<file path="src/hdl/channelizer_output_permute_assert.svh">
// Assertion macros used by the back end of the channelizer output permutation RTL.
`ifndef CHANNELIZER_OUTPUT_PERMUTE_ASSERT_SVH
`define CHANNELIZER_OUTPUT_PERMUTE_ASSERT_SVH

// Same-cycle implication, sampled on clk and disabled while rst_n is low.
`define CHOP_ASSERT_NOW(label, ante, cons, msg) \
  label: assert property (@(posedge clk) disable iff (!rst_n) (ante) |-> (cons)) \
    else $error(msg);

// Next-cycle implication, sampled on clk and disabled while rst_n is low.
`define CHOP_ASSERT_NEXT(label, ante, cons, msg) \
  label: assert property (@(posedge clk) disable iff (!rst_n) (ante) |=> (cons)) \
    else $error(msg);

`endif

</file>
<file path="src/hdl/chop_ram.sv">
// Generic simple dual-port RAM with one write port and a registered read port.
module chop_ram #(
  parameter int WIDTH = 32,
  parameter int DEPTH = 32,
  localparam int AW   = $clog2(DEPTH)
) (
  input  logic             clk,
  input  logic             we,
  input  logic [AW-1:0]    waddr,
  input  logic [WIDTH-1:0] wdata,
  input  logic             re,
  input  logic [AW-1:0]    raddr,
  output logic [WIDTH-1:0] rdata
);

  logic [WIDTH-1:0] mem_r [DEPTH];
  logic [WIDTH-1:0] rdata_r;

  always_ff @(posedge clk) begin
    if (we) begin
      mem_r[waddr] <= wdata;
    end
    if (re) begin
      rdata_r <= mem_r[raddr];
    end
  end

  assign rdata = rdata_r;

endmodule

</file>
<file path="config.mk">
export PLATFORM = sky130hd
export DESIGN_NAME = chop_ram
export DESIGN_NICKNAME = d
export VERILOG_FILES = /design/src/hdl/channelizer_output_permute_assert.svh /design/src/hdl/chop_ram.sv
export SDC_FILE = /design/constraint.sdc
export NUM_CORES = 1
export LEC_CHECK = 0
export ABC_AREA = 1
export BUFFER_PORTS_ARGS = -buffer_cell sky130_fd_sc_hd__buf_4
export CAP_MARGIN = 20
export CORE_MARGIN = 8
export CORE_UTILIZATION = 52
export CTS_CLUSTER_SIZE = 10
export DETAILED_ROUTE_END_ITERATION = 16
export PLACE_DENSITY_LB_ADDON = 0.08
export SLEW_MARGIN = 20
export SYNTH_ARGS = -nofsm -noshare
export SYNTH_HDL_FRONTEND = slang
export SYNTH_SLANG_ARGS = --single-unit
export TNS_END_PERCENT = 50
</file>
<file path="constraint.sdc">
create_clock -name clk -period 3.9 [get_ports clk]
set_clock_uncertainty 0.2 [all_clocks]
set_input_delay 0.975 -clock clk [delete_from_list [all_inputs] [get_ports clk]]
set_output_delay 0.975 -clock clk [all_outputs]
set_load 0.03 [all_outputs]
</file>
=== After elaboration in Yosys (flattened, before gate mapping) ===
Memories as Yosys holds them, arrays and structs flattened. A register that Yosys moved wholly into a read port is not among the register bits.
Index checks and enable logic that the tools add are counted.

* Flip-flop bits (word level): 0
* Bits in latches: 0
* Bits in writable memories: 1,024
* Bits in read-only memories: 0
* Bits of input ports: 45
* Output and inout port bits: 32
* Word-level logic and storage cells: 3
* Memories: 1

* Add/sub/neg operators: 0
* Multiply operators: 0
* Divide/modulo/power cells: 0
* $lt $le $gt $ge: 0
* Equal/unequal tests: 0
* Shift-type cells: 0
* Muxes and demuxes: 2
* Bitwise gates (word level): 0
* Reductions and logical operators: 0

{| class="wikitable"
|+ Memories
! name !! words !! width !! rd ports !! clocked after memory_dff !! write ports !! RTL line !! source
|-
| mem_r || 32 || 32 || 1 || 1 || 1 || chop_ram.sv:16 || <nowiki>logic [WIDTH-1:0] mem_r [DEPTH];</nowiki>
|}

{| class="wikitable"
|+ Operators by type and width
! cell !! count
|-
| two-way mux 1 bit || 2
|}

=== Longest topological paths before layout ===
* Word-level depth: 2
* Gate-level depth with buffers: 12
* Mapped depth without buffers: 9

=== Least setup slack after synthesis ===
OpenSTA, ideal clock, no wires.

* Kind: input to register
* From: input waddr[0]
* To: memory mem_r[0][0] (enable)
* Setup time: 0.421 ns
* Data arrival time: 2.630 ns
* Data required time: 3.279 ns
* Slack: 0.649 ns
* Stages: 3
* Path buffers: 0
* Cells stage by stage: inv_1 nand3_1 nor2_1

{| class="wikitable"
|+ RTL lines
! element !! RTL line !! source
|-
| start: declaration || chop_ram.sv:9 || <nowiki>input logic [AW-1:0] waddr,</nowiki>
|-
| end: declaration || chop_ram.sv:16 ||
|}

Straight into the memory's write port.

=== Worst setup path in the final report ===
* From: register rdata_r[27] (netlist: rdata[27]), read port of mem_r
* To: output rdata[27]

{| class="wikitable"
|+ RTL lines
! element !! RTL line !! source
|-
| start: declaration || chop_ram.sv:17 || <nowiki>logic [WIDTH-1:0] rdata_r;</nowiki>
|-
| end: declaration || chop_ram.sv:13 || <nowiki>output logic [WIDTH-1:0] rdata</nowiki>
|}

No word-level cell between the ends.

==> run metrics <==
I/O pin count=77; Initial Utilization=52.3%; initial antenna violation count=4; Routed WL=118000 microns; Worst Max-Slew Pin Slew=0.879 ns; Synth area leaders=edfxtp_1 (74%), nand2_1 (13%), nand3_1 (9.1%); critical path peak fanout=1; Final Max Tran Viols=0; layout cell share with drive strength beyond 1=8.82%; min-delay worst type=primary input to flip-flop; crit path cell chain=buf_4; max incr delay on CP=0.52 ns; row count=105; hold depth=1; CTS tree=done; Via density=5.81; sequential share of power=53.8%; CTS root buf=clkbuf_16; antenna viol nets, final=0; largest net degree at the start of global routing=159; most common cell after layout, fill and taps aside=nand2_1; Port Buffers=76; Worst Path Required=2.72 ns; 1st-pass router iterations=5; Total GRT Usage=25.8%; minimum clock period=2.59 ns; final total power=23.6 mW; Worst-Skew Late Latency=0.66 ns; CTS H-Tree Depth=3; cts bufs inserted=117; post-cts resize count=0; r2r worst-path depth=8; Int Pwr=18.5 mW; CTS sink count=1056; Clk network pwr share=39.8%; pwr dens=496 nW/um^2; fillers=6602; HPWL Detailed=56500 microns; synth warn=0; Util after Layout=58.3%; DRC violations left=0; Hold Path Origin=wdata[9]; peak supply drop=0.000429 V; Final setup viols=0; Fmax=386 MHz; core area=81700 sq um; Pleak=17.3 nW; final hold slack=0.522 ns; Cell Area, Synth=42700 sq um; die width=303 microns; vias in the first global route=26733; r2r setup slk=2.33 ns; First DRT Iteration DRCs=2781; status=finished, final reports clean; clk slew on worst S/H paths=0.05 ns; post-CTS setup buffer count=0; syn_nets=3581; Layout Nets=3642; Critical Path Slowest Stage Cell=edfxtp_1; Total Neg Setup Slack=0 ns; Avg Inst Size Synth=12.1 sq um; switching share of power=21.7%; Avg WL per Cell=25.2 microns; final-report hold violation count=0; Syn-to-layout area delta=11.5%; Reg-to-Reg Start=mem_r[20][6]$_DFFE_PP_; crit path DAT=1.42 ns; commonest cells after routing, fill and taps aside=nand2_1 (1440), edfxtp_1 (1056), nand3_1 (780); Max-cap violations=0; CP startpoint kind=flip-flop; Remaining Overflow, GRT=0; Yosys top cell area share=74.2%; Synth Instances=3536; cts hold-fix bufs=0; die area=91600 sq um; Setup Crit Path Kind=flip-flop to output pin; gpl congestion=0.783; critical path's top delay family=flip-flops; Die Ht=303 microns; Buf/Inv on CP=1; Longest Clk Path Bufs=3; Comb pwr share=6.3%; relative slew slack=41.4%; first-pass GRT wire length=175000 microns; Seq cells post-synth=1056; worst hold path endpoint=mem_r[12][9]$_DFFE_PP_; Tcrit/Tclk final=66.5%; Seq/Total Area, Yosys=74.2%; dominant cell type by area after synthesis=edfxtp_1; R2R Path End=rdata[6]$_DFFE_PP_; via count=27248; unrepaired setup endpoints after global routing=false; critical path capture point type=output pin; Switch Pwr=5.13 mW; Cell variety after synth=13
==> flip-flops by register name, indices dropped and copies added, names as in the netlist <==
name   count
mem_r   1024
rdata     32
==> per-layer routing <==
metal	global-route usage, %	vias up	share of wire [%]
li1	-	12430	-
met1	35.5	13538	42
met2	43.0	1093	49
met3	3.22	185	6.9
met4	8.43	2	2.8
met5	0	-	0.0085
==> final cells by class <==
type	count	area [sq um]	share of cell area (%)
Antenna cell	3	7.51	0.0158
Clock buffer	135	3080	6.47
Clock inverter	3	16.3	0.0341
Inverter	10	66.3	0.139
Multi-Input combinational cell	2252	9670	20.3
Sequential cell	1056	31700	66.6
Tap cell	1070	1340	2.81
Timing Repair Buffer	160	1750	3.66
==> how the worst max path moves through the flow <==
| stage | from | end | slack [ns] | cells past startpoint |
|---|---|---|---|---|
| finish | rdata[27]$_DFFE_PP_ | rdata[27] | 1.31 | 1 |
| detailed placement | raddr[0] | rdata[13]$_DFFE_PP_ | 0.73 | 11 |
| CTS | rdata[27]$_DFFE_PP_ | rdata[27] | 1.28 | 1 |
| global route | raddr[0] | rdata[1]$_DFFE_PP_ | 1.27 | 10 |
| floorplan | waddr[0] | mem_r[0][0]$_DFFE_PP_ | 0.65 | 3 |
| global placement | raddr[0] | rdata[13]$_DFFE_PP_ | 0.78 | 11 |
==> power groups by stage <==
stage / registers [mW] / clock network [mW] / logic (mW)
floorplan: 13.0 / 0 / 0.868
global placement: 13.0 / 0 / 1.47
detailed placement: 13.0 / 0 / 1.50
CTS: 12.7 / 9.55 / 1.50
global route: 12.7 / 9.99 / 1.65
finish: 12.7 / 9.41 / 1.50
==> metrics by stage <==
stage               setup slack [ns]  cells  area [sq um]
finish                          1.31   4689         47600
global route                    1.27   4689         47600
CTS                             1.28   4686         47600
detailed placement             0.732   4548         44500
global placement               0.783   4548         44500
floorplan                      0.649   3536         42700
==> cell usage after synthesis (all sizes together) <==
| cell | count |
|---|---|
| clkbuf | 24 |
| nand2 | 1440 |
| edfxtp | 1056 |
| nor2 | 32 |
| inv | 10 |
| nand3 | 780 |
| buf | 194 |
==> cell families (layout without fill, tap and decap cells) <==
logic type,after synthesis,in the layout,share of synthesized area (%)
flops,1056,1056,74.2
buf+inv,228,308,3.71
other cells,0,3,0
simple gates,2252,2252,22.1
==> worst register-to-register path, delay by kind of cell (launching register included) <==
kind             cells  cell delay [ns]
AND/OR/NAND/NOR      8             0.73
flip-flops           1             0.37
No activity file was read; power rests on OpenSTA's default activity.
