===== src/hdl/channelizer_output_permute_assert.svh =====
// Assertion macros used by the back end of the channelizer output permutation RTL.
`ifndef CHANNELIZER_OUTPUT_PERMUTE_ASSERT_SVH
`define CHANNELIZER_OUTPUT_PERMUTE_ASSERT_SVH

// Same-cycle implication, sampled on clk and disabled while rst_n is low.
`define CHOP_ASSERT_NOW(label, ante, cons, msg) \
  label: assert property (@(posedge clk) disable iff (!rst_n) (ante) |-> (cons)) \
    else $error(msg);

// Next-cycle implication, sampled on clk and disabled while rst_n is low.
`define CHOP_ASSERT_NEXT(label, ante, cons, msg) \
  label: assert property (@(posedge clk) disable iff (!rst_n) (ante) |=> (cons)) \
    else $error(msg);

`endif


===== src/hdl/chop_pkg.sv =====
// Shared constants and types of the channelizer output permutation.
package chop_pkg;

  localparam int LANES       = 8;
  localparam int LANE_W      = $clog2(LANES);
  localparam int ROT_W       = LANE_W + 1;
  localparam int BANKS       = 4;
  localparam int PARTS       = 2;
  localparam int SAMPLE_BITS = 32;
  localparam int FIELD_BITS  = 32;
  localparam int LANE_FIELD_W = 3;
  localparam int STEP_W      = 3;
  localparam int DELAY_CALLS = 4;
  localparam int DELAY_SLOTS = DELAY_CALLS + 1;
  localparam int SLOT_W      = $clog2(DELAY_SLOTS);
  localparam int HALF_W      = 2;
  localparam int WARM_MAX    = (DELAY_CALLS > 2) ? DELAY_CALLS : 2;
  localparam int WARM_W      = $clog2(WARM_MAX + 1);
  localparam int BANK_AW     = HALF_W + LANE_W;
  localparam int BANK_DEPTH  = 1 << BANK_AW;
  localparam int DLY_AW      = SLOT_W + LANE_W;
  localparam int DLY_DEPTH   = 1 << DLY_AW;
  localparam int QUEUE_DEPTH = 2;
  localparam int QUEUE_PTR_W = $clog2(QUEUE_DEPTH);
  localparam int QUEUE_CNT_W = QUEUE_PTR_W + 1;

  typedef logic [SAMPLE_BITS-1:0] sample_t;

  // One call's worth of work handed from the front to the back.
  typedef struct packed {
    logic [HALF_W-1:0] rd_half;
    logic              odd;
    logic              fresh_ok;
    logic              aged_ok;
    logic [SLOT_W-1:0] wr_slot;
    logic [SLOT_W-1:0] rd_slot;
    logic [STEP_W-1:0] step;
  } chop_job_t;

  typedef struct packed {
    logic                 en;
    logic                 part;
    logic [BANK_AW-1:0]   addr;
    sample_t [BANKS-1:0]  data;
  } chop_bwr_t;

  typedef struct packed {
    logic               en;
    logic [BANK_AW-1:0] addr;
  } chop_brd_t;

  typedef sample_t [BANKS-1:0][PARTS-1:0] bank_data_t;

endpackage


===== src/hdl/chop_if.sv =====
// Input and output word channels of the channelizer output permutation.
interface chop_in_if;
  logic        valid;
  logic        ready;
  logic [31:0] in_sample_a;
  logic [31:0] in_sample_b;
  logic [31:0] in_sample_c;
  logic [31:0] in_sample_d;

  modport source (output valid, in_sample_a, in_sample_b, in_sample_c, in_sample_d,
                  input ready);
  modport sink (input valid, in_sample_a, in_sample_b, in_sample_c, in_sample_d,
                output ready);
endinterface



===== src/hdl/chop_front.sv =====
// Front end: accepts lane words, writes the bank store and queues one job per call.
module chop_front (
  input  logic                clk,
  input  logic                rst_n,
  chop_in_if.sink             in_ch,
  input  logic                q_full,
  output logic                q_push,
  output chop_pkg::chop_job_t q_job,
  output chop_pkg::chop_bwr_t bwr
);

  logic [chop_pkg::LANE_W-1:0] lane_r, lane_nxt;
  logic                        odd_r, odd_nxt;
  logic [chop_pkg::HALF_W-1:0] pair_r, pair_nxt;
  logic [chop_pkg::SLOT_W-1:0] slot_r, slot_nxt, slot_inc;
  logic [chop_pkg::STEP_W-1:0] step_r, step_nxt;
  logic [chop_pkg::WARM_W-1:0] warm_r, warm_nxt;
  logic                        last_lane;
  logic                        accept;
  logic [chop_pkg::ROT_W-1:0]  row;

  assign last_lane   = (lane_r == chop_pkg::LANE_W'(chop_pkg::LANES - 1));
  assign in_ch.ready = !(last_lane && q_full);
  assign accept      = in_ch.valid && in_ch.ready;

  // Lane L of a call lands on row 2*L+odd; the row's top bit picks the bank part.
  assign row = {lane_r, odd_r};

  always_comb begin
    bwr.en      = accept;
    bwr.part    = row[chop_pkg::LANE_W];
    bwr.addr    = {pair_r, row[chop_pkg::LANE_W-1:0]};
    bwr.data[0] = chop_pkg::SAMPLE_BITS'(in_ch.in_sample_a);
    bwr.data[1] = chop_pkg::SAMPLE_BITS'(in_ch.in_sample_b);
    bwr.data[2] = chop_pkg::SAMPLE_BITS'(in_ch.in_sample_c);
    bwr.data[3] = chop_pkg::SAMPLE_BITS'(in_ch.in_sample_d);
  end

  assign slot_inc = (slot_r == chop_pkg::SLOT_W'(chop_pkg::DELAY_SLOTS - 1)) ?
                    '0 : slot_r + 1'b1;

  always_comb begin
    q_push         = accept && last_lane;
    q_job.rd_half  = pair_r - 1'b1;
    q_job.odd      = odd_r;
    q_job.fresh_ok = (warm_r >= chop_pkg::WARM_W'(2));
    q_job.aged_ok  = (warm_r >= chop_pkg::WARM_W'(chop_pkg::DELAY_CALLS));
    q_job.wr_slot  = slot_r;
    q_job.rd_slot  = slot_inc;
    q_job.step     = step_r;
  end

  always_comb begin
    lane_nxt = lane_r;
    odd_nxt  = odd_r;
    pair_nxt = pair_r;
    slot_nxt = slot_r;
    step_nxt = step_r;
    warm_nxt = warm_r;
    if (accept) begin
      lane_nxt = lane_r + 1'b1;
      if (last_lane) begin
        lane_nxt = '0;
        odd_nxt  = !odd_r;
        if (odd_r) begin
          pair_nxt = pair_r + 1'b1;
        end
        slot_nxt = slot_inc;
        step_nxt = step_r + chop_pkg::STEP_W'(2);
        if (warm_r != chop_pkg::WARM_W'(chop_pkg::WARM_MAX)) begin
          warm_nxt = warm_r + 1'b1;
        end
      end
    end
  end

  always_ff @(posedge clk) begin
    if (!rst_n) begin
      lane_r <= '0;
      odd_r  <= 1'b0;
      pair_r <= '0;
      slot_r <= '0;
      step_r <= '0;
      warm_r <= '0;
    end else begin
      lane_r <= lane_nxt;
      odd_r  <= odd_nxt;
      pair_r <= pair_nxt;
      slot_r <= slot_nxt;
      step_r <= step_nxt;
      warm_r <= warm_nxt;
    end
  end

endmodule


===== src/flat_wrapper.sv =====
// flat-port wrapper written by rule: the top's interface ports become plain ports
module chop_front_flat 
  (clk, rst_n, q_full, q_push, q_job, bwr, in_ch_valid, in_ch_in_sample_a, in_ch_in_sample_b, in_ch_in_sample_c, in_ch_in_sample_d, in_ch_ready);
  chop_in_if in_ch_i ();
  input  logic clk;
  input  logic rst_n;
  input  logic q_full;
  output logic q_push;
  output chop_pkg::chop_job_t q_job;
  output chop_pkg::chop_bwr_t bwr;
  input wire logic [$bits(in_ch_i.valid)-1:0] in_ch_valid;
  input wire logic [$bits(in_ch_i.in_sample_a)-1:0] in_ch_in_sample_a;
  input wire logic [$bits(in_ch_i.in_sample_b)-1:0] in_ch_in_sample_b;
  input wire logic [$bits(in_ch_i.in_sample_c)-1:0] in_ch_in_sample_c;
  input wire logic [$bits(in_ch_i.in_sample_d)-1:0] in_ch_in_sample_d;
  output wire logic [$bits(in_ch_i.ready)-1:0] in_ch_ready;
  assign in_ch_i.valid = in_ch_valid;
  assign in_ch_i.in_sample_a = in_ch_in_sample_a;
  assign in_ch_i.in_sample_b = in_ch_in_sample_b;
  assign in_ch_i.in_sample_c = in_ch_in_sample_c;
  assign in_ch_i.in_sample_d = in_ch_in_sample_d;
  assign in_ch_ready = in_ch_i.ready;
  chop_front u_core (.clk(clk), .rst_n(rst_n), .in_ch(in_ch_i), .q_full(q_full), .q_push(q_push), .q_job(q_job), .bwr(bwr));
endmodule

===== config.mk =====
export PLATFORM = sky130hd
export DESIGN_NAME = chop_front_flat
export DESIGN_NICKNAME = d
export VERILOG_FILES = /design/src/hdl/channelizer_output_permute_assert.svh /design/src/hdl/chop_pkg.sv /design/src/hdl/chop_if.sv /design/src/hdl/chop_front.sv /design/src/flat_wrapper.sv
export SDC_FILE = /design/constraint.sdc
export NUM_CORES = 1
export LEC_CHECK = 0
export BUFFER_PORTS_ARGS = -buffer_cell sky130_fd_sc_hd__buf_2
export CAP_MARGIN = 20
export CELL_PAD_IN_SITES_DETAIL_PLACEMENT = 0
export CELL_PAD_IN_SITES_GLOBAL_PLACEMENT = 2
export CORE_MARGIN = 8
export CORE_UTILIZATION = 11
export DETAILED_ROUTE_END_ITERATION = 10
export PLACE_DENSITY_LB_ADDON = 0.08
export SLEW_MARGIN = 20
export SYNTH_ARGS = -nofsm -noshare
export SYNTH_HDL_FRONTEND = slang
export SYNTH_SLANG_ARGS = --single-unit

===== constraint.sdc =====
create_clock -name clk -period 2 [get_ports clk]
set_input_delay 0.1 -clock clk [delete_from_list [all_inputs] [get_ports clk]]
set_output_delay 0.1 -clock clk [all_outputs]
set_load 0.05 [all_outputs]

* Word level (Yosys, flattened, before mapping)
Index checks and enable logic that the tools add are counted.
** Word-level totals
- Flip-flop bits (word level) :: 15
- Latch bits :: 0
- Bits in writable memories :: 0
- Bits in read-only memories :: 0
- Input bits :: 132
- Output and inout port bits :: 151
- Word-level logic and storage cells :: 27
- Memories :: 0
** Cells by class
- Add/subtract/negate cells :: 6
- $mul :: 0
- Div/mod/pow operators :: 0
- $lt $le $gt $ge :: 2
- Eq/ne operators :: 3
- Shift operators :: 0
- Multiplexer cells :: 2
- Bitwise gates (word level) :: 0
- Reduce and logical (&&, ||, !) cells :: 8
** Operators by type and width (count)
- 3-bit by 1-bit adder with 3-bit output (second input constant) :: 3
- 3-bit equality test (second input constant) :: 2
- 3-bit two-way mux :: 2
- 3-bit AND reduction :: 2
- 3-bit by 2-bit adder with 3-bit output (second input constant) :: 1
- 3-bit by 2-bit >= comparator with 1-bit output (second input constant) :: 1
- 3-bit >= comparator (second input constant) :: 1
- 1-bit logical AND :: 3
- 3-bit != test (second input constant) :: 1
- 2-bit by 1-bit adder with 2-bit output (second input constant) :: 1
- 1-bit zero test :: 2
- 2-bit AND reduction :: 1
- 2-bit by 1-bit subtractor with 2-bit output (second input constant) :: 1

* Depth between registers and ports, before layout
- Depth in word-level cells :: 5
- Mapped depth :: 6
- Depth with buffers taken out :: 6

* Worst setup path before layout
OpenSTA, ideal clock, no wires.
- Path kind :: register to register
- From :: register u_core.slot_r[0] (netlist bit)
- To :: register u_core.slot_r[1] (netlist bit)
- Setup time :: 0.072 ns
- Arrival time :: 2.487 ns
- Required time :: 1.928 ns
- Path slack :: -0.559 ns
- Stages on the path, launching flop included :: 6
- Path buffers :: 0
- Clock period less this slack :: 2.559 ns
- Cell sequence :: dfxtp_1 > inv_1 > ha_1 > a21boi_0 > nand2_1 > a21oi_1
** RTL lines
- start: declaration :: RTL line chop_front.sv:15 : logic [chop_pkg::SLOT_W-1:0] slot_r, slot_nxt, slot_inc;
- start signal: assignment :: RTL line chop_front.sv:89 : slot_r <= slot_nxt;

==> flow_summary.json <==
{
  "status": "complete, no violations",
  "syn_nets": 350,
  "post_synth_instance_area_um2": 1690,
  "report.final.setup_viol": 0,
  "regToRegEndpoint": "u_core.slot_r[2]",
  "setup.worst_path.class": "reg -> out",
  "synth.avg_cell_area_um2": 7.96,
  "detail_route.first_pass.iterations": 3,
  "max-vdd-ir-drop_mv": 0.190,
  "die_height_um": 140,
  "cp.required_ns": 1.90,
  "dr.first_iter.drc_count": 25,
  "postLayoutCellArea_um2": 1140,
  "gpl.final_weighted_congestion": 0.594,
  "syn_to_final_growth_pct": -32.6,
  "sequential_share_of_the_synthesized_area_pct": 16.6,
  "fp.coreArea_um2": 15100,
  "post-synth-top-area-cell": "buf_4",
  "numPortBuffers": 25,
  "rsz0062_at_grt": "false",
  "wl_per_cell_um": 10.9,
  "hpwlAfterDp_mm": 2.56,
  "post-route-drc-count": 0,
  "synth.yosys.warnings": 0,
  "cpLargestDelayFamily": "adder cells",
  "fin_tns_setup_ns": 0,
  "grt_pass1_vias": 809,
  "syn_inst": 212,
  "timing.critical_path.to_type": "output port",
  "drt-vias-per-instance": 2.48,
  "power.density_nw_per_um2": 634,
  "worst_setup_hold_path_clk_slew_ns": 0.05,
  "grt.overflow.total": 0,
  "static-leakage-power_nw": 0.459,
  "fin_worst_skew_ns": 0.00660,
  "detailed_place.area_um2": 1060,
  "post-cts-setup-buffer-count": 0,
  "synth.area.top_cells": "buf_4 (59%), dfxtp_1 (17%), ha_1 (4.5%), a21oi_1 (2.7%), nand2_1 (2.4%)",
  "final_max_slew_viol_count": 0,
  "ff2ff_setup_slack_ns": 0.44,
  "root_buffer": "clkbuf_16",
  "hold-path-endpoint": "u_core.lane_r[0]",
  "crit_path_frequent_cell": "ha_1",
  "drv.max_cap_violation_count": 0,
  "cp_cell_sequence": "ha_1 > ha_1 > a21boi_1 > buf_2",
  "holdBufCountCts": 0,
  "critPathArrivalTime_ns": 1.74,
  "critical_path_peak_fanout": 5,
  "fmaxAchievable_ghz": 0.544,
  "worst_skew_pair.late_latency_ns": 0.25,
  "floorplan.die_area_um2": 19600,
  "final_nets": 247,
  "die_w_um": 140,
  "post_synthesis_sequential_element_count": 14,
  "worst_hold_check_path_type": "in -> reg",
  "placement_rows": 45,
  "timing.final.hold_violations": 0,
  "worst_hold_path.num_cells": 3,
  "timing.critical_path.slowest_stage_cell": "buf_2",
  "holdCritStartpoint": "in_ch_valid",
  "timing.reg2reg.worst_path_depth": 6,
  "grt_antenna_before_repair": 0,
  "pin_count": 283,
  "setup.worst_path.start_class": "flip-flop",
  "total_cts_buffers": 3,
  "r2r_start": "u_core.lane_r[0]",
  "drive_above_1_share_pct": 31.8,
  "ctsHtreeMaxLevel": 1,
  "detail_route.wirelength_mm": 3.20,
  "final_common_cell": "buf_2",
  "largest_net_degree_at_the_start_of_global_routing": 11,
  "insertedDiodeCount": 0,
  "tritoncts": "yes",
  "crit_share_post_route_pct": 91.9,
  "post_synth_num_cell_types": 25,
  "numClockSinks": 14,
  "final_antenna_net_count": 0,
  "layout_common_cells": "buf_2 (24), dfxtp_1 (14), nand2_1 (11), nor2_1 (8), a21oi_1 (8)",
  "vias": 732,
  "path_depth": 4,
  "critical_path_buf_inv_count": 1,
  "clock_path_buffers": 2,
  "post-synth-top-area-fraction_pct": 58.8,
  "fin_crit_ns": 1.84,
  "initial_utilization_pct": 11.2,
  "track_usage_pct": 3.19,
  "grt_pass1_wl_mm": 4.82,
  "timing.critical_path.slowest_cell_delay_ns": 0.35
}
## synthesized netlist by cell type
library cell and instances:
buf_4 132, dfxtp_1 14, nand2_1 11, a21oi_1 9, nor2_1 8, ha_1 6, inv_1 5, mux2i_1 3
nand2b_1 3, o21ai_0 3, xnor2_1 3, or3_1 2, a21boi_0 1, a21boi_1 1, clkbuf_1 1, clkinv_1 1
conb_1 1, inv_2 1, mux2_2 1, nand3_1 1, nand3b_4 1, nand4b_1 1, o211a_1 1, o211ai_1 1
o21ba_2 1
## per-layer routing
metal / vias to the layer above / track usage [%] / part of all wire, %
met1: 342 / 3.49 / 44
met4: 0 / 2.69 / 4.0
li1: 319 / - / -
met3: 32 / 1.78 / 13
met5: - / 0 / 0
met2: 39 / 4.41 / 38
## flip-flops by register name, summed over array words and instances, names as in the netlist
| name | count |
|---|---|
| u_core.lane_r | 3 |
| u_core.odd_r | 1 |
| u_core.warm_r | 3 |
| u_core.slot_r | 3 |
| u_core.pair_r | 2 |
| u_core.step_r | 2 |
## cell families after synthesis
logic type	synth area share, %
mux	2.45
other cells	0.222
fa+ha+maj	4.45
simple gates	8.09
flops	16.6
buf+inv	60.5
compound gates	6.08
xor+xnor	1.56
## through the flow
step	hold WS [ns]	setup WS, ns	power (mW)	std cells	utilization, %
detailed placement	0.200	0.359	0.340	292	7.02
global placement	0.200	0.370	0.342	292	7.02
floorplan	0.233	0.0693	1.02	212	-
CTS	0.143	0.0932	0.745	295	7.52
finish	0.154	0.163	0.721	295	7.54
global route	0.149	0.00750	0.761	295	7.54
## layout make-up
class | count | area (µm²)
fill | 1781 | 14000
inverter | 7 | 26.3
multi-input combinational | 58 | 393
timing repair buffer | 25 | 128
clock buffer | 3 | 75.1
sequential | 14 | 280
tap | 188 | 235
## power by group
group	internal [mW]	switching [mW]
Clock	0.262	0.125
Sequential	0.283	0.00296
Combinational	0.0122	0.0356
Total	0.557	0.164
## worst reg2reg max path, delay by kind of cell, from the launching register on
| family | cells | cell delay [ns] |
|---|---|---|
| flip-flops | 1 | 0.37 |
| buffers and inverters | 1 | 0.20 |
| adder cells (fa/ha/maj) | 2 | 0.45 |
| AND/OR/NAND/NOR | 1 | 0.17 |
| AO/OA/AOI/OAI | 2 | 0.33 |
## worst max-delay path by stage
stage / startpoint / end
5_1_grt: u_core.lane_r[0] / q_push
3_5_place_dp: u_core.lane_r[0] / q_push
6_report: u_core.lane_r[0] / bwr[134]
2_1_floorplan: u_core.lane_r[0] / u_core.slot_r[2]
4_1_cts: u_core.lane_r[0] / q_push
3_3_place_gp: u_core.lane_r[0] / q_push
## repair_timing
item / 4_1_cts / 5_1_grt
resized for setup: 0 / 1
hold endpoints to repair: 0 / 0
endpoints found under the setup margin: 0 / 1
Note: power is estimated with default switching activity, not from simulation.
