## config.mk

```make
export PLATFORM = sky130hd
export DESIGN_NAME = chop_queue
export DESIGN_NICKNAME = d
export VERILOG_FILES = /design/src/hdl/channelizer_output_permute_assert.svh /design/src/hdl/chop_pkg.sv /design/src/hdl/chop_queue.sv
export SDC_FILE = /design/constraint.sdc
export NUM_CORES = 1
export LEC_CHECK = 0
export BUFFER_PORTS_ARGS = -buffer_cell sky130_fd_sc_hd__buf_4
export CAP_MARGIN = 25
export CELL_PAD_IN_SITES_DETAIL_PLACEMENT = 0
export CELL_PAD_IN_SITES_GLOBAL_PLACEMENT = 2
export CORE_UTILIZATION = 38
export DETAILED_ROUTE_END_ITERATION = 8
export GPL_ROUTABILITY_DRIVEN = 0
export PLACE_DENSITY = 0.83
export SYNTH_ARGS = -nofsm -noshare
export SYNTH_HDL_FRONTEND = slang
export SYNTH_SLANG_ARGS = --single-unit
```

## constraint.sdc

```tcl
create_clock -name clk -period 2.6 [get_ports clk]
set_clock_uncertainty 0.1 [all_clocks]
set_input_delay 0.78 -clock clk [delete_from_list [all_inputs] [get_ports clk]]
set_output_delay 0.78 -clock clk [all_outputs]
set_load 0.005 [all_outputs]
```

## src/hdl/channelizer_output_permute_assert.svh

```systemverilog
// Assertion macros used by the back end of the channelizer output permutation RTL.
`ifndef CHANNELIZER_OUTPUT_PERMUTE_ASSERT_SVH
`define CHANNELIZER_OUTPUT_PERMUTE_ASSERT_SVH

// Same-cycle implication, sampled on clk and disabled while rst_n is low.
`define CHOP_ASSERT_NOW(label, ante, cons, msg) \
  label: assert property (@(posedge clk) disable iff (!rst_n) (ante) |-> (cons)) \
    else $error(msg);

// Next-cycle implication, sampled on clk and disabled while rst_n is low.
`define CHOP_ASSERT_NEXT(label, ante, cons, msg) \
  label: assert property (@(posedge clk) disable iff (!rst_n) (ante) |=> (cons)) \
    else $error(msg);

`endif

```

## src/hdl/chop_pkg.sv

```systemverilog
// Shared constants and types of the channelizer output permutation.
package chop_pkg;

  localparam int LANES       = 8;
  localparam int LANE_W      = $clog2(LANES);
  localparam int ROT_W       = LANE_W + 1;
  localparam int BANKS       = 4;
  localparam int PARTS       = 2;
  localparam int SAMPLE_BITS = 32;
  localparam int FIELD_BITS  = 32;
  localparam int LANE_FIELD_W = 3;
  localparam int STEP_W      = 3;
  localparam int DELAY_CALLS = 4;
  localparam int DELAY_SLOTS = DELAY_CALLS + 1;
  localparam int SLOT_W      = $clog2(DELAY_SLOTS);
  localparam int HALF_W      = 2;
  localparam int WARM_MAX    = (DELAY_CALLS > 2) ? DELAY_CALLS : 2;
  localparam int WARM_W      = $clog2(WARM_MAX + 1);
  localparam int BANK_AW     = HALF_W + LANE_W;
  localparam int BANK_DEPTH  = 1 << BANK_AW;
  localparam int DLY_AW      = SLOT_W + LANE_W;
  localparam int DLY_DEPTH   = 1 << DLY_AW;
  localparam int QUEUE_DEPTH = 2;
  localparam int QUEUE_PTR_W = $clog2(QUEUE_DEPTH);
  localparam int QUEUE_CNT_W = QUEUE_PTR_W + 1;

  typedef logic [SAMPLE_BITS-1:0] sample_t;

  // One call's worth of work handed from the front to the back.
  typedef struct packed {
    logic [HALF_W-1:0] rd_half;
    logic              odd;
    logic              fresh_ok;
    logic              aged_ok;
    logic [SLOT_W-1:0] wr_slot;
    logic [SLOT_W-1:0] rd_slot;
    logic [STEP_W-1:0] step;
  } chop_job_t;

  typedef struct packed {
    logic                 en;
    logic                 part;
    logic [BANK_AW-1:0]   addr;
    sample_t [BANKS-1:0]  data;
  } chop_bwr_t;

  typedef struct packed {
    logic               en;
    logic [BANK_AW-1:0] addr;
  } chop_brd_t;

  typedef sample_t [BANKS-1:0][PARTS-1:0] bank_data_t;

endpackage

```

## src/hdl/chop_queue.sv

```systemverilog
// Two-entry job queue between the front end and the back end.
module chop_queue (
  input  logic                clk,
  input  logic                rst_n,
  input  logic                push,
  input  chop_pkg::chop_job_t push_job,
  output logic                full,
  output logic                nonempty,
  output chop_pkg::chop_job_t head,
  input  logic                pop
);

  chop_pkg::chop_job_t              job_r [chop_pkg::QUEUE_DEPTH];
  logic [chop_pkg::QUEUE_PTR_W-1:0] wr_ptr_r, wr_ptr_nxt;
  logic [chop_pkg::QUEUE_PTR_W-1:0] rd_ptr_r, rd_ptr_nxt;
  logic [chop_pkg::QUEUE_CNT_W-1:0] cnt_r, cnt_nxt;

  assign full     = (cnt_r == chop_pkg::QUEUE_CNT_W'(chop_pkg::QUEUE_DEPTH));
  assign nonempty = (cnt_r != '0);
  assign head     = job_r[rd_ptr_r];

  // The depth is a power of two, so the pointers wrap on their own.
  always_comb begin
    wr_ptr_nxt = push ? wr_ptr_r + 1'b1 : wr_ptr_r;
    rd_ptr_nxt = pop ? rd_ptr_r + 1'b1 : rd_ptr_r;
    case ({push, pop})
      2'b10:   cnt_nxt = cnt_r + 1'b1;
      2'b01:   cnt_nxt = cnt_r - 1'b1;
      default: cnt_nxt = cnt_r;
    endcase
  end

  always_ff @(posedge clk) begin
    if (!rst_n) begin
      wr_ptr_r <= '0;
      rd_ptr_r <= '0;
      cnt_r    <= '0;
    end else begin
      wr_ptr_r <= wr_ptr_nxt;
      rd_ptr_r <= rd_ptr_nxt;
      cnt_r    <= cnt_nxt;
    end
  end

  always_ff @(posedge clk) begin
    if (push) begin
      job_r[wr_ptr_r] <= push_job;
    end
  end

endmodule

```

======== Word-level counts from Yosys, hierarchy flattened ========
Memory sizes are Yosys's and may differ from the RTL's. A register that Yosys moved wholly into a read port is not among the register bits.
Cells that the tools add are included.
storage, ports and cells
  register bits after elaboration ......... 4
  latch bits .............................. 0
  memory bits (writable) .................. 28
  memory bits (read-only) ................. 0
  input port bits ......................... 18
  output and inout bits ................... 16
  memories ................................ 1
operators by class
  add/sub/neg operators ................... 4
  multiply operators ...................... 0
  divide/modulo/power cells ............... 0
  $lt $le $gt $ge ......................... 0
  equal/unequal tests ..................... 3
  shifts and indexed selects .............. 0
  muxes and demuxes ....................... 5
  bitwise gates (word level) .............. 0
  reductions and logical operators ........ 2
memory list
  name   words  bits a word  rd ports  clocked after memory_dff  wr ports  line              text
  job_r  2      14           1         1                         1         chop_queue.sv:13  chop_pkg::chop_job_t job_r [chop_pkg::QUEUE_DEPTH];
operators with widths
  cell                                               count
  == test 2 bit (second input constant)              2
  2-to-1 mux 1 bit                                   4
  one-hot mux 2 bit (2 select lines)                 1
  nonzero test 2 bit                                 2
  adder 1 bit (second input constant)                2
  adder 2 x 1 -> 2 bit (second input constant)       1
  == test 2 x 1 -> 1 bit (second input constant)     1
  subtractor 2 x 1 -> 2 bit (second input constant)  1

======== Logic depth before layout (Yosys ltp) ========
Gate-level depths: netlist of the first run.
  depth in word-level cells ............... 3
  gate-level depth with buffers ........... 5
  gate-level depth less buffers ........... 5

======== Worst setup path before layout of the first run ========
No wires, ideal clock.
  kind .................................... input -> register
  start ................................... input port push
  end ..................................... memory job_r[0][0] (netlist bit) (enable)
  library setup time ...................... 0.386 ns
  arrival time ............................ 1.462 ns
  required time ........................... 2.114 ns
  path slack .............................. 0.652 ns
  stages .................................. 2
  cell sequence ........................... inv_1 > nor2_1
on the way
  cells in the longest elaborated chain, start to end .. 2
RTL lines
  what                                    line              text
  start: declaration                      chop_queue.sv:5   input logic push,
  2-to-1 mux 1 bit                        chop_queue.sv:46  if (push) begin
  2-to-1 mux 1 bit (implied by the code)  chop_queue.sv:47  job_r[wr_ptr_r] <= push_job;
  end: declaration                        chop_queue.sv:13
Every way passes these cells.

==> impl_metrics.json, run 1 <==
{
  "status": "complete, no violations",
  "synth_common_cells": "edfxtp_1 (28), mux2_2 (14), dfxtp_1 (5)",
  "cp.arrival_ns": 1.52,
  "ant_nets": 0,
  "worst_ep_required_time_ns": 1.72,
  "grt-ovfl-total": 0,
  "leakage_uw": 0.000612,
  "avgSynthCellArea_um2": 18.8,
  "seqPwrFrac_pct": 60.0,
  "setup_viol": 0,
  "grt_pass1_wl_mm": 2.75,
  "cts_tree": "built",
  "die_x_um": 58.7,
  "coreArea_um2": 3050,
  "synth_area_leaders": "edfxtp_1 (69%), mux2_2 (13%), dfxtp_1 (8.2%)",
  "fin_crit_sh_pct": 92.5,
  "cts-resized-gates": 0,
  "htree_levels": 2,
  "clk_latency_ns": 0.32,
  "power.internal_uw": 824,
  "drt_iter0_markers": 16,
  "drive_gt1_share_pct": 53.8,
  "hold_viol_final": 0,
  "grt_usage_pct": 11.9,
  "yosysWarnings": 0,
  "yosysTopAreaCell": "edfxtp_1",
  "seq_area_frac_synth_pct": 77.0,
  "fin_nets": 125,
  "cp_max_fo": 8,
  "antenna_found_initial": 0,
  "hold_path_class": "reg -> reg",
  "r2r_slack_ns": 1.22,
  "synth_cells": 65,
  "combPwrFrac_pct": 13.6,
  "regToRegStartpoint": "wr_ptr_r",
  "rsz0062_at_grt": "false",
  "clk_pin_slew_worst_paths_ns": 0.09,
  "synth_most_common_cell": "edfxtp_1",
  "vdd_drop_max_mv": 0.328,
  "drt-pass1-iter-count": 2,
  "power_switching_share_pct": 20.3,
  "cts_root_buf": "clkbuf_4",
  "hpwl_mm": 1.26,
  "cap_violations": 0,
  "end_kind": "output port",
  "hold_slack_ns": 0.420,
  "rr_endpoint": "job_r[1][11]",
  "hold_depth": 2,
  "numCtsBuffers": 5,
  "power-per-cell-area_nw_per_um2": 651,
  "worstHoldStart": "cnt_r[1]",
  "cts_setup_buffers": 0,
  "ioPinCount": 34,
  "grt_pass1_vias": 572,
  "synth-edff-count": 28,
  "slowest_delay_ns": 0.49,
  "clockBufferDepth": 2,
  "switchingPower_uw": 210,
  "slowest_stage": "dfxtp_1",
  "ys_types": 17,
  "dieArea_um2": 3450,
  "holdBufCountCts": 0,
  "areaGrowthSynthToFinish_pct": 30.1,
  "via_count": 636,
  "r2r_cells": 1,
  "path_cells": "buf_4 > mux2_2 > buf_4",
  "synth_seq_cells": 33,
  "cp-start-kind": "register",
  "fmax_ghz": 0.416,
  "drt_wl_total_mm": 1.79,
  "tightest_slew_ns": 0.665,
  "yosysTopAreaCellShare_pct": 68.8,
  "cpMostUsedCell": "buf_4",
  "crit_type": "reg -> out",
  "start_util_pct": 40.0,
  "syn-num-nets": 84,
  "routed_via_density": 4.24,
  "die_y_um": 58.7,
  "tns_ns": 0,
  "cts.sinks": 33,
  "port_buffers": 33,
  "drc": 0,
  "diodes": 0,
  "grt_max_degree": 16,
  "worstHoldEndpoint": "cnt_r[1]",
  "synth_area_um2": 1220,
  "avgRoutedWirePerCell_um": 12.0,
  "slew_headroom_pct": 55.7,
  "p_clk_share_pct": 26.4,
  "synth-async-reset-ratio_pct": 0,
  "slew_viol_final": 0,
  "min_period_ns": 2.40,
  "num_rows": 20,
  "ys.flop_type": "edfxtp_1"
}
## state kept, by name, indices dropped and copies added, names as in the netlist, named ones only
register,count
cnt_r,2
job_r,28
rd_ptr_r,1
wr_ptr_r,1
## layout make-up
class	instances	area, um2
Clock buffer	7	55.1
Fill cell	271	1460
Inverter	1	3.75
Multi-Input combinational cell	30	273
Sequential cell	33	941
Tap cell	44	55.1
Timing Repair Buffer	35	263
## critical path: cells and delay by family, from the launching register on
family	cells	cell delay, ns
flip-flops	1	0.49
buffers and inverters	2	0.36
multiplexers	1	0.34
## kinds of logic (layout without fill, tap and decap cells)
family / count (synthesis) / count (layout) / share of synthesized area [%]
adders and majority gates: 1 / 1 / 1.02
xor gates and xnor gates: 3 / 3 / 2.15
AOI/OAI and AO/OA: 3 / 3 / 1.64
buffers and inverters: 2 / 43 / 0.716
DFF: 33 / 33 / 77.0
muxes: 14 / 14 / 12.9
and+or+nand+nor: 9 / 9 / 4.61
## worst max path at each step
stage | from | endpoint | slack [ns] | cells past startpoint
after detailed placement | register | head[7] | 0.53 | 3
after global placement | register | head[13] | 0.54 | 3
final | register | head[0] | 0.20 | 3
after global routing | register | head[0] | 0.08 | 3
after CTS | register | head[0] | 0.16 | 3
after floorplan | push | job_r[0][0] | 0.65 | 2
## per-layer routing
| layer | vias up | track usage, % | wire [um] |
|---|---|---|---|
| met2 | 27 | 16.4 | 741 |
| li1 | 325 | - | - |
| met1 | 281 | 15.0 | 881 |
| met4 | 0 | 5.10 | 31 |
| met5 | - | 0 | 0 |
| met3 | 3 | 7.47 | 139 |
## through the flow
stage | util [%] | power (uW) | instance area (um2) | setup slack [ns] | instances
detailed placement | 50.3 | 775 | 1540 | 0.527 | 143
floorplan | - | 697 | 1220 | 0.652 | 65
global placement | 50.3 | 773 | 1540 | 0.543 | 143
global route | 52.1 | 1090 | 1590 | 0.0751 | 150
finish | 52.1 | 1030 | 1590 | 0.196 | 150
CTS | 52.1 | 1050 | 1590 | 0.158 | 150
## power groups by stage
stage                     combinational, uW  clock (uW)  sequential [uW]
after global placement                  140           0              632
final                                   140         274              621
after detailed placement                142           0              634
after floorplan                        67.9           0              629
after global routing                    154         315              625
after CTS                               143         285              622
## cell usage in the layout, fill, tap and decap left out, drive strengths merged
| cell type | netlist | routed |
|---|---|---|
| or2 | 1 | 1 |
| o21ai | 1 | 1 |
| buf | 1 | 35 |
| clkbuf | 0 | 7 |
| dfxtp | 5 | 5 |
| a21boi | 1 | 1 |
| mux2 | 14 | 14 |
| inv | 1 | 1 |
| and2b | 1 | 1 |
| or3 | 1 | 1 |
| ha | 1 | 1 |
| nor2b | 1 | 1 |
| nor2 | 1 | 1 |
| o21a | 1 | 1 |
| xnor2 | 2 | 2 |
| edfxtp | 28 | 28 |
| and2 | 4 | 4 |
| xor2 | 1 | 1 |
Power figures use the tool's default switching activity.
==> run 2: changes to the inputs <==
--- a/config.mk
+++ b/config.mk
@@ -12,7 +12,7 @@
 export CORE_UTILIZATION = 38
 export DETAILED_ROUTE_END_ITERATION = 8
 export GPL_ROUTABILITY_DRIVEN = 0
-export PLACE_DENSITY = 0.83
+export PLACE_DENSITY_LB_ADDON = 0.1
 export SYNTH_ARGS = -nofsm -noshare
 export SYNTH_HDL_FRONTEND = slang
 export SYNTH_SLANG_ARGS = --single-unit
==> constraint.sdc (replaced) <==
create_clock -name clk -period 2.6 [get_ports clk]
set_clock_uncertainty 0.1 [all_clocks]
set_input_delay 0 -clock clk [delete_from_list [all_inputs] [get_ports clk]]
set_output_delay 0 -clock clk [all_outputs]
set_load 0.005 [all_outputs]
==> run 2 against run 1 <==
Maximum frequency rose by 41%. Non-clock buffer count increased by 16. Cell area rose by 10%. Die area unchanged. Final cell count is 11% higher. Routed wire length grew 9.6%. Worst hold slack worse by 0.27 ns. Global-route usage grew 2.1 points. Critical path type unchanged. Critical endpoint is now head[13].
==> impl_metrics.json, run 2 (synthesized netlist as in run 1, its figures left out) <==
{
  "clk_pin_slew_worst_paths_ns": 0.09,
  "rr_endpoint": "job_r[1][3]",
  "hold_viol_final": 0,
  "min_period_ns": 1.71,
  "fillers": 272,
  "cts_tree": "built",
  "start_util_pct": 40.0,
  "drive_gt1_share_pct": 47.2,
  "seq_area_um2": 941,
  "rsz0062_at_grt": "false",
  "die_y_um": 58.7,
  "r2r_cells": 1,
  "dp_cells": 142,
  "slew_viol_final": 0,
  "worst_ep_required_time_ns": 2.50,
  "largest_register": "job_r",
  "holdBufCountCts": 17,
  "port_buffers": 33,
  "crit_type": "reg -> out",
  "r2r_slack_ns": 1.24,
  "drt_wl_total_mm": 1.97,
  "diodes": 0,
  "worstHoldEndpoint": "cnt_r[1]",
  "drt-pass1-iter-count": 4,
  "cts.sinks": 33,
  "fin_crit_sh_pct": 65.7,
  "cts-resized-gates": 0,
  "status": "complete, no violations",
  "coreArea_um2": 3050,
  "layout.cells.non_filler": 167,
  "end_kind": "output port",
  "ioPinCount": 34,
  "htree_levels": 2,
  "grt_pass1_vias": 775,
  "slew_headroom_pct": 55.5,
  "cap_violations": 0,
  "cp-start-kind": "register",
  "tightest_slew_ns": 0.667,
  "fmax_ghz": 0.585,
  "grt_pass1_wl_mm": 3.25,
  "antenna_found_initial": 0,
  "largest_register_ff_count": 28,
  "cts_setup_buffers": 0,
  "power-per-cell-area_nw_per_um2": 599,
  "cp_max_fo": 14,
  "setup_viol": 0,
  "num_rows": 20,
  "tns_ns": 0,
  "ant_nets": 0,
  "die_x_um": 58.7,
  "via_count": 725,
  "worstHoldStart": "push",
  "mostFrequentLayoutCells": "buf_4 (34), edfxtp_1 (28), dlygate4sd3_1 (17)",
  "leakage_uw": 0.000679,
  "drc": 0,
  "hold_depth": 5,
  "dieArea_um2": 3450,
  "grt-ovfl-total": 0,
  "numCtsBuffers": 5,
  "clk_latency_ns": 0.32,
  "vdd_drop_max_mv": 0.294,
  "final_common_cell": "buf_4",
  "grt_usage_pct": 14.0,
  "clockBufferDepth": 2,
  "grt_max_degree": 15,
  "avgRoutedWirePerCell_um": 11.8,
  "cp.arrival_ns": 1.61,
  "hold_path_class": "in -> reg",
  "multi_input_area_um2": 273,
  "cts_root_buf": "clkbuf_4",
  "drt_iter0_markers": 19,
  "regToRegStartpoint": "wr_ptr_r",
  "routed_via_density": 4.34,
  "fin_nets": 141,
  "areaGrowthSynthToFinish_pct": 43.4,
  "top_regs": "job_r (28), cnt_r (2)"
}
-- run 2: changes by cell type in the layout (fill, tap and decap cells not counted), sizes merged --
| cell | before | now |
|---|---|---|
| dlygate4sd3 | 0 | 17 |
| clkinvlp | 0 | 1 |
| clkinv | 0 | 2 |
| buf | 35 | 34 |
| clkbuf | 7 | 5 |
-- run 2: layout make-up --
| type | count | area share, % |
|---|---|---|
| Inverter | 1 | 0.214 |
| Clock buffer | 5 | 2.14 |
| Multi-Input combinational cell | 30 | 15.6 |
| Clock inverter | 3 | 0.999 |
| Tap cell | 44 | 3.14 |
| Sequential cell | 33 | 53.7 |
| Timing Repair Buffer | 51 | 24.3 |
-- run 2: stage by stage --
stage | utilization [%] | total power, uW | hold WS, ns | worst slack (ns) | area, um2
2_1_floorplan | - | 697 | -0.00113 | 1.16 | 1220
3_3_place_gp | 50.0 | 772 | 0.0847 | 1.19 | 1530
3_5_place_dp | 50.0 | 774 | 0.0878 | 1.20 | 1530
4_1_cts | 57.4 | 1070 | 0.141 | 0.817 | 1750
5_1_grt | 57.4 | 1110 | 0.176 | 0.760 | 1750
6_report | 57.4 | 1050 | 0.150 | 0.891 | 1750
-- run 2: where the power goes --
| group | internal [uW] | leakage [uW] | switching [uW] |
|---|---|---|---|
| Combinational | 105 | 0.000343 | 48.9 |
| Clock | 102 | 0.0000310 | 170 |
| Sequential | 607 | 0.000304 | 17.7 |
| Total | 814 | 0.000679 | 237 |
-- run 2: routing by layer --
layer	wire length [um]	global-route usage [%]	vias up
met5	0	0	-
met4	47	8.16	0
met3	142	7.03	5
met2	1010	24.1	24
met1	765	13.5	341
li1	-	-	355
-- run 2: worst max-delay path: stages, from the launching register on --
cell and delay, ns:
dfxtp_1 0.74, mux2_2 0.41, buf_4 0.14
-- run 2: worst max-delay path by stage --
| stage | from | endpoint | slack (ns) | cells past startpoint |
|---|---|---|---|---|
| floorplan | wr_ptr_r | job_r[0][0] | 1.16 | 1 |
| global placement | wr_ptr_r | job_r[1][0] | 1.19 | 1 |
| detailed placement | register | head[7] | 1.20 | 2 |
| CTS | register | head[7] | 0.82 | 2 |
| global route | register | head[7] | 0.76 | 2 |
| finish | register | head[13] | 0.89 | 2 |
==> run 3: changes to the inputs <==
--- a/config.mk
+++ b/config.mk
@@ -9,7 +9,7 @@
 export CAP_MARGIN = 25
 export CELL_PAD_IN_SITES_DETAIL_PLACEMENT = 0
 export CELL_PAD_IN_SITES_GLOBAL_PLACEMENT = 2
-export CORE_UTILIZATION = 38
+export CORE_UTILIZATION = 32
 export DETAILED_ROUTE_END_ITERATION = 8
 export GPL_ROUTABILITY_DRIVEN = 0
 export PLACE_DENSITY_LB_ADDON = 0.1
==> constraint.sdc (replaced) <==
create_clock -name clk -period 1.45 [get_ports clk]
set_clock_uncertainty 0.1 [all_clocks]
set_input_delay 0 -clock clk [delete_from_list [all_inputs] [get_ports clk]]
set_output_delay 0 -clock clk [all_outputs]
set_load 0.005 [all_outputs]
==> run 3 against run 2 <==
Core utilization down 8.2 points. Sequential power up 78%. Final cell count up 3.6%. Sequential share of layout area down 1.5 points. Via count down 1.1%. Largest cell class unchanged. Combinational power up 93%. Critical path type is now in -> reg. Worst hold slack better by 0.21 ns. Sequential cell count unchanged. Cell area up 2.9%. Total power up 92%. First-iteration DRC count down 21%.
==> impl_metrics.json, run 3 (synthesized netlist as in run 1, its figures left out) <==
{
  "areaGrowthSynthToFinish_pct": 47.5,
  "rsz0062_at_grt": "false",
  "pre_cts_ws_ns": 0.303,
  "seq_area_um2": 941,
  "clockBufferDepth": 2,
  "hold_viol_final": 0,
  "tightest_slew_ns": 0.203,
  "avgRoutedWirePerCell_um": 11.1,
  "power-per-cell-area_nw_per_um2": 1120,
  "cp_max_fo": 3,
  "leakage_uw": 0.000701,
  "fin_nets": 143,
  "grt_pass1_vias": 683,
  "ant_nets": 0,
  "ioPinCount": 34,
  "grt-ovfl-total": 0,
  "grt_max_degree": 16,
  "status": "complete, no violations",
  "worst_slack_ns": 0.0681,
  "cp.arrival_ns": 1.49,
  "clk_pin_slew_worst_paths_ns": 0.06,
  "cp-start-kind": "input port",
  "grt_pass1_wl_mm": 3.04,
  "via_count": 717,
  "fmax_ghz": 0.724,
  "diodes": 0,
  "mostFrequentLayoutCells": "buf_4 (35), edfxtp_1 (28), dlygate4sd3_1 (17)",
  "slew_viol_final": 0,
  "slew_headroom_pct": 86.5,
  "cap_violations": 0,
  "multi_input_area_um2": 273,
  "start_util_pct": 33.4,
  "dieArea_um2": 4070,
  "cts_tree": "built",
  "htree_levels": 2,
  "fin_util_pct": 49.2,
  "hold_path_class": "in -> reg",
  "drive_gt1_share_pct": 46.4,
  "worst_ep_required_time_ns": 1.56,
  "numCtsBuffers": 5,
  "hpwl_mm": 1.24,
  "cts_setup_buffers": 0,
  "drt-pass1-iter-count": 5,
  "drt_iter0_markers": 15,
  "top_regs": "job_r (28), cnt_r (2)",
  "crit_type": "in -> reg",
  "tns_ns": 0,
  "clk_latency_ns": 0.27,
  "grt_usage_pct": 10.4,
  "die_y_um": 63.8,
  "vdd_drop_max_mv": 0.602,
  "antenna_found_initial": 0,
  "largest_register": "job_r",
  "drt_wl_total_mm": 1.92,
  "num_rows": 22,
  "end_kind": "register",
  "coreArea_um2": 3660,
  "final_common_cell": "buf_4",
  "port_buffers": 33,
  "fillers": 335,
  "die_x_um": 63.8,
  "min_period_ns": 1.38,
  "cts.sinks": 33,
  "largest_register_ff_count": 28,
  "fin_crit_sh_pct": 95.3,
  "drc": 0,
  "setup_viol": 0,
  "cts_root_buf": "clkbuf_8",
  "routed_via_density": 4.14
}
-- run 3: layer usage --
| metal | vias up | track usage, % | part of all wire, % |
|---|---|---|---|
| met2 | 19 | 17.3 | 52 |
| met3 | 2 | 5.18 | 5.7 |
| li1 | 360 | - | - |
| met4 | 0 | 5.11 | 0.94 |
| met5 | - | 0 | 0 |
| met1 | 336 | 11.0 | 41 |
-- run 3: repair_timing --
| item | in CTS | in global routing |
|---|---|---|
| endpoints found under the setup margin | 0 | 14 |
| resized for setup | 0 | 1 |
| hold buffers | 17 | 0 |
| endpoints found under the hold margin | 33 | 0 |
-- run 3: worst paths after layout --
check / startpoint / end / slack [ns] / cells past startpoint
min reg2reg: cnt_r[1] / cnt_r[1] / 0.40 / 2
max: push / cnt_r[1] / 0.07 / 6
max reg2reg: wr_ptr_r / job_r[1][9] / 0.36 / 2
min: push_job[6] / job_r[1][6] / 0.36 / 2
-- run 3: per-stage QoR --
step / power, uW / instance area (um2) / std cells / hold slack (ns)
2_1_floorplan: 1250 / 1220 / 65 / -0.00113
3_3_place_gp: 1390 / 1550 / 148 / 0.0852
3_5_place_dp: 1390 / 1550 / 148 / 0.0889
4_1_cts: 2060 / 1800 / 173 / 0.340
5_1_grt: 2130 / 1800 / 173 / 0.340
6_report: 2020 / 1800 / 173 / 0.355
-- run 3: final cells by class --
cell class              instances  area share (%)
flip-flops and latches         33            52.2
well taps                      48            3.33
multi-input cells              30            15.1
inverters                       1           0.208
repair buffers                 53            24.6
clock buffers                   5            3.82
clock inverters                 3           0.694
-- run 3: critical path: stages --
cell,delay (ns)
dlygate4sd3_1,0.52
buf_4,0.11
inv_1,0.04
ha_1,0.32
or3_1,0.35
a21boi_1,0.14
-- run 3: power breakdown --
part	leakage [uW]	internal [uW]	switching, uW
logic	0.000353	194	103
clock network	0.0000430	322	294
registers	0.000304	1090	18.3
total	0.000701	1610	415
